`config.mk`:
```
export PLATFORM = sky130hd
export DESIGN_NAME = bpmq_cell
export DESIGN_NICKNAME = d
export VERILOG_FILES = /design/src/bpmq_pkg.sv /design/src/bpmq_cell.sv
export SDC_FILE = /design/constraint.sdc
export NUM_CORES = 1
export LEC_CHECK = 0
export BUFFER_PORTS_ARGS = -buffer_cell sky130_fd_sc_hd__buf_2
export CAP_MARGIN = 20
export CORE_UTILIZATION = 54
export CTS_BUF_LIST = sky130_fd_sc_hd__clkbuf_4 sky130_fd_sc_hd__clkbuf_8
export DETAILED_ROUTE_END_ITERATION = 12
export PLACE_DENSITY_LB_ADDON = 0.3
export RECOVER_POWER = 100
export SLEW_MARGIN = 40
export SYNTH_ARGS = -nofsm -noshare
export SYNTH_HDL_FRONTEND = slang
export SYNTH_SLANG_ARGS = --single-unit
```
`constraint.sdc`:
```
create_clock -name clk -period 9 [get_ports clk]
set_input_delay 0.9 -clock clk [delete_from_list [all_inputs] [get_ports clk]]
set_output_delay 0.9 -clock clk [all_outputs]
set_load 0.1 [all_outputs]
```
`src/bpmq_pkg.sv`:
```
// Shared definitions for the banked priority message queue.
// Field widths, operation and status codes, parameter defaults, cell control.
// No dependencies.
package bpmq_pkg;

    // Fixed field widths of the transfer channels
    localparam int OP_W     = 2;
    localparam int QID_W    = 3;
    localparam int PRIO_W   = 8;
    localparam int WORD_W   = 64;
    localparam int STATUS_W = 2;
    localparam int FILL_W   = 5;

    // Parameter defaults
    localparam int QUEUES_DEF       = 8;
    localparam int SLOTS_DEF        = 16;
    localparam int PAYLOAD_BITS_DEF = 64;

    // Operation codes
    localparam logic [OP_W-1:0] OP_INSERT = 2'd0;
    localparam logic [OP_W-1:0] OP_PEEK   = 2'd1;
    localparam logic [OP_W-1:0] OP_POP    = 2'd2;

    // Status codes
    localparam logic [STATUS_W-1:0] ST_OK    = 2'd0;
    localparam logic [STATUS_W-1:0] ST_FULL  = 2'd1;
    localparam logic [STATUS_W-1:0] ST_EMPTY = 2'd2;

    // Control broadcast from the sequencer to every cell
    typedef struct packed {
        logic rd_en;   // read the addressed queue's slot
        logic wr_ins;  // commit an insert
        logic wr_pop;  // commit a pop
    } cell_ctl_t;

endpackage

```
`src/bpmq_cell.sv`:
```
// One slot cell: holds slot IDX of every queue in a small per-queue memory.
// Compares against the new priority and takes data from either neighbour.
// Depends on bpmq_pkg.
module bpmq_cell #(
    parameter int QUEUES       = bpmq_pkg::QUEUES_DEF,
    parameter int SLOTS        = bpmq_pkg::SLOTS_DEF,
    parameter int PAYLOAD_BITS = bpmq_pkg::PAYLOAD_BITS_DEF,
    parameter int IDX          = 0,
    localparam int QW          = (QUEUES > 1) ? $clog2(QUEUES) : 1,
    localparam int CW          = $clog2(SLOTS + 1)
) (
    input  logic                          clk,
    input  bpmq_pkg::cell_ctl_t           ctl,
    input  logic [QW-1:0]                 rd_addr,
    input  logic [QW-1:0]                 wr_addr,
    input  logic [CW-1:0]                 count,
    input  logic [bpmq_pkg::PRIO_W-1:0]   new_prio,
    input  logic [PAYLOAD_BITS-1:0]       new_word,
    input  logic                          prev_ge,
    input  logic [bpmq_pkg::PRIO_W-1:0]   prev_prio,
    input  logic [PAYLOAD_BITS-1:0]       prev_word,
    input  logic [bpmq_pkg::PRIO_W-1:0]   next_prio,
    input  logic [PAYLOAD_BITS-1:0]       next_word,
    output logic [bpmq_pkg::PRIO_W-1:0]   cur_prio,
    output logic [PAYLOAD_BITS-1:0]       cur_word,
    output logic                          cur_ge
);
    import bpmq_pkg::*;

    logic [PRIO_W-1:0]       prio_mem [QUEUES];
    logic [PAYLOAD_BITS-1:0] word_mem [QUEUES];
    logic [PRIO_W-1:0]       prio_rd_reg;
    logic [PAYLOAD_BITS-1:0] word_rd_reg;
    logic                    occupied;
    logic                    wr_en;
    logic [PRIO_W-1:0]       wr_prio;
    logic [PAYLOAD_BITS-1:0] wr_word;

    // Entry stays ahead of the new one when occupied and not lower priority
    assign occupied = count > CW'(IDX);
    assign cur_ge   = occupied && (prio_rd_reg >= new_prio);
    assign cur_prio = prio_rd_reg;
    assign cur_word = word_rd_reg;

    // Insert: first cell past the run of kept entries takes the new one,
    // later cells take their left neighbour. Pop: take the right neighbour.
    always_comb
    begin
        wr_en   = 1'b0;
        wr_prio = next_prio;
        wr_word = next_word;
        if (ctl.wr_ins && !cur_ge)
        begin
            wr_en = 1'b1;
            if (prev_ge)
            begin
                wr_prio = new_prio;
                wr_word = new_word;
            end
            else
            begin
                wr_prio = prev_prio;
                wr_word = prev_word;
            end
        end
        else if (ctl.wr_pop)
        begin
            wr_en = 1'b1;
        end
    end

    // Per-queue store, registered read
    always_ff @(posedge clk)
    begin
        if (wr_en)
        begin
            prio_mem[wr_addr] <= wr_prio;
            word_mem[wr_addr] <= wr_word;
        end
        if (ctl.rd_en)
        begin
            prio_rd_reg <= prio_mem[rd_addr];
            word_rd_reg <= word_mem[rd_addr];
        end
    end

endmodule

```
==> flow_summary_export.csv <==
group,metric,value,unit
floorplan,ioPinCount,305,
setup_path,timing.critical_path.slowest_cell_delay,3.03,ns
sta,min_period,5.810,ns
placed_design,dpl-instance-area,28140,um2
finish,nFillCells,3234,
logic_synthesis,syn_area,25880,um2
sta,final-hold-violation-count,0,
worst_hold_path,hold_end,"cur_word[63]",
job,drv_cap,12,
global_route,antenna_found_initial,1,
cts,cts_buffer_depth,3,
sta,setup_tns,0,ns
drt,vias,13140,
finish,seq_area,19460,um2
logic_synthesis,yosysWarnings,0,
drt,wl_per_cell,24.06,um
placed_design,hpwl,31580,um
logic_synthesis,avgSynthCellArea,21.62,um2
cts,cts_root_buf,"clkbuf_8",
logic_synthesis,synth_cell_type_count,32,
finish,syn_to_final_growth,14.78,%
cts,cts-buffers-inserted,98,
placed_design,dp_cells,2067,
floorplan,start_util,0.5512,
pwr,ir_worst_vdd,0.1102,mV
worst_hold_path,hold_depth,2,
logic_synthesis,postSynthCellCount,1197,
setup_path,r2r_slack,3.19,ns
setup_path,critPathBufInv,2,
drt,first_pass_iters,7,
sta,setup_viol,0,
logic_synthesis,synthTopCellsByCount,"648 x edfxtp_1, 144 x mux4_2, 72 x mux2_2, 72 x mux2i_1, 72 x nand3_1",
logic_synthesis,synth_top_area_frac,0.7519,
setup_path,cp-end-kind,"register",
sta,rsz0062_at_grt,"false",
global_route,grt_pass1_vias,14080,
logic_synthesis,async_flop_share,0,
floorplan,std_cell_rows,79,
floorplan,die_h,220.9,um
finish,final_layout_size_suffix_gt1_frac,0.3619,
global_route,grt_max_degree,76,
finish,final_net_count,1801,
cts,htree_levels,3,
setup_path,path_max_fanout,58,
drt,vias_per_cell,5.857,
worst_hold_path,min_from,"word_mem[3][63]",
setup_path,reg2reg_depth,8,
logic_synthesis,synth_area_leader_cell,"edfxtp_1",
setup_path,path_delay_family,"buffers and inverters",
drt,drt-initial-drc-count,1041,
setup_path,critical_path_depth,8,
sta,worstMarginPinSlew,4.455,ns
cts,cts.sinks,648,
cts,path_clk_slew,0.06,ns
sta,max_freq,172.1,MHz
setup_path,cp_data_arrival_time,5.96,ns
global_route,overflow,0,
drt,wl,53990,um
drt,ant_nets,0,
placed_design,port_buffers,304,
worst_hold_path,hold_path_class,"reg -> reg",
setup_path,r2r_end,"word_mem[0][15]",
cts,post_cts_resized,0,
sta,drv_slew,487,
logic_synthesis,synth_ff_type,"edfxtp_1",
logic_synthesis,synth_edf_count,648,
logic_synthesis,ys_ff_latch,648,
setup_path,cp_cell_sequence,"inv_1 -> ha_1 -> nand2b_1 -> a211oi_1 -> o2111a_1 -> nor3_1 -> nor4_4 -> clkbuf_1",
logic_synthesis,synth_fp_nets,1437,
setup_path,cp_slowest_cell,"clkbuf_1",
logic_synthesis,synth_area_leaders,"edfxtp_1 75%, mux4_2 13%, mux2_2 3.1%",
floorplan,fp.coreArea,46950,um2
drt,drc,0,
pwr,power_density,229.1,nW/um2
setup_path,worstSetupPathType,"reg -> reg",
finish,instances_no_fill,2244,
sta,skew,0.02288,ns
cts,cts_hold_buf,0,
setup_path,cp.required,9.15,ns
finish,final_cell_area,29700,um2
pwr,p_leak,0.01016,uW
sta,fin_crit_sh,0.6456,
cts,cts_setup_buffers,0,
finish,multiInputGateArea,5888,um2
status,violations,"capacitance limit, slew limit",
global_route,grtUsageTotal,0.2263,
global_route,grt_pass1_wl,82640,um
floorplan,die_w,220.9,um
status,status,"finished with violations",
logic_synthesis,ys_seq_area_frac,0.7519,
cts,cts_tree,"yes",
placed_design,place.gp.congestion,0.7310,
cts,clock_latency,0.67,ns
setup_path,r2r-start,"cur_prio[0]",
setup_path,start_kind,"register",
logic_synthesis,yosysMostFrequentCell,"edfxtp_1",
floorplan,die_area,48800,um2
sta,slew_headroom,-1.970,
## state kept, by name, summed over array words and instances (netlist names)
signal,cells
prio_mem,64
word_mem,512
cur_word,64
cur_prio,8
## tightest hold or removal path, delay by kind of cell, from the launching register on
kind | cells | cell delay (ns)
multiplexers | 2 | 0.34
flip-flops | 1 | 0.31
## layout make-up
cell class                      instances  share of cell area
Clock inverter                         43            0.008551
Antenna cell                            1          0.00008424
Inverter                                9            0.001137
Tap cell                              607             0.02557
Clock buffer                          132             0.05484
Sequential cell                       648              0.6551
Multi-Input combinational cell        471              0.1982
Timing Repair Buffer                  333             0.05653
## worst max-delay path by stage
| stage | to | start | slack (ns) |
|---|---|---|---|
| 2_1_floorplan | prio_mem[1][0] | cur_prio[0] | 1.28 |
| 3_3_place_gp | word_mem[7][20] | new_prio[0] | 4.51 |
| 3_5_place_dp | word_mem[7][11] | new_prio[0] | 4.51 |
| 4_1_cts | word_mem[7][13] | cur_prio[0] | 5.09 |
| 5_1_grt | word_mem[0][15] | cur_prio[0] | 2.83 |
| 6_report | word_mem[0][15] | cur_prio[0] | 3.19 |
## layout by cell type (no fill, tap or decap), types with 6 or more instances in the layout
master	netlist	routed
buf_6	15	6
mux4_2	144	144
clkbuf_8	0	103
mux2_1	0	25
buf_4	0	6
edfxtp_1	648	648
o21ai_0	4	74
clkinv_1	0	32
mux2i_1	72	72
clkbuf_4	0	30
clkinv_2	0	7
buf_2	22	226
nand3_1	72	72
ha_1	8	8
inv_1	9	9
clkbuf_1	30	89
mux2_2	72	47
## metrics by stage
| step | hold slack (ns) | power (uW) | setup slack, ns | utilization |
|---|---|---|---|---|
| floorplan | 0.7320 | 4316 | 1.285 | - |
| global placement | 0.7393 | 4542 | 4.511 | 0.5972 |
| detailed placement | 0.7460 | 4582 | 4.507 | 0.5994 |
| CTS | 0.5934 | 6895 | 5.088 | 0.6395 |
| global route | 0.7686 | 7057 | 2.830 | 0.6327 |
| finish | 0.7564 | 6807 | 3.190 | 0.6327 |
## where the power goes
| part | switching, uW | total, uW | internal, uW |
|---|---|---|---|
| sequential | 37.4 | 3650 | 3610 |
| combinational | 605 | 836 | 231 |
| clock | 1070 | 2320 | 1250 |
## routing by layer
layer | share of wire | wire [um] | up-vias | global-route usage
met3 | 0.058 | 3137 | 88 | 0.04223
met4 | 0.017 | 930 | 0 | 0.06655
li1 | - | - | 5753 | -
met1 | 0.43 | 23050 | 6795 | 0.3075
met5 | 0 | 0 | - | 0
met2 | 0.50 | 26860 | 508 | 0.3772
## cell families (layout without fill, tap and decap cells)
kind of cell / after synthesis / in the layout / synth area share
buffers and inverters: 78 / 517 / 0.01673
flip-flops: 648 / 648 / 0.7519
multiplexers: 288 / 288 / 0.1845
AO/OA/AOI/OAI: 85 / 85 / 0.02475
AND/OR/NAND/NOR: 90 / 90 / 0.01823
other: 0 / 1 / 0
adder cells (fa/ha/maj): 8 / 8 / 0.003868
(Power assumes the default switching activity.)
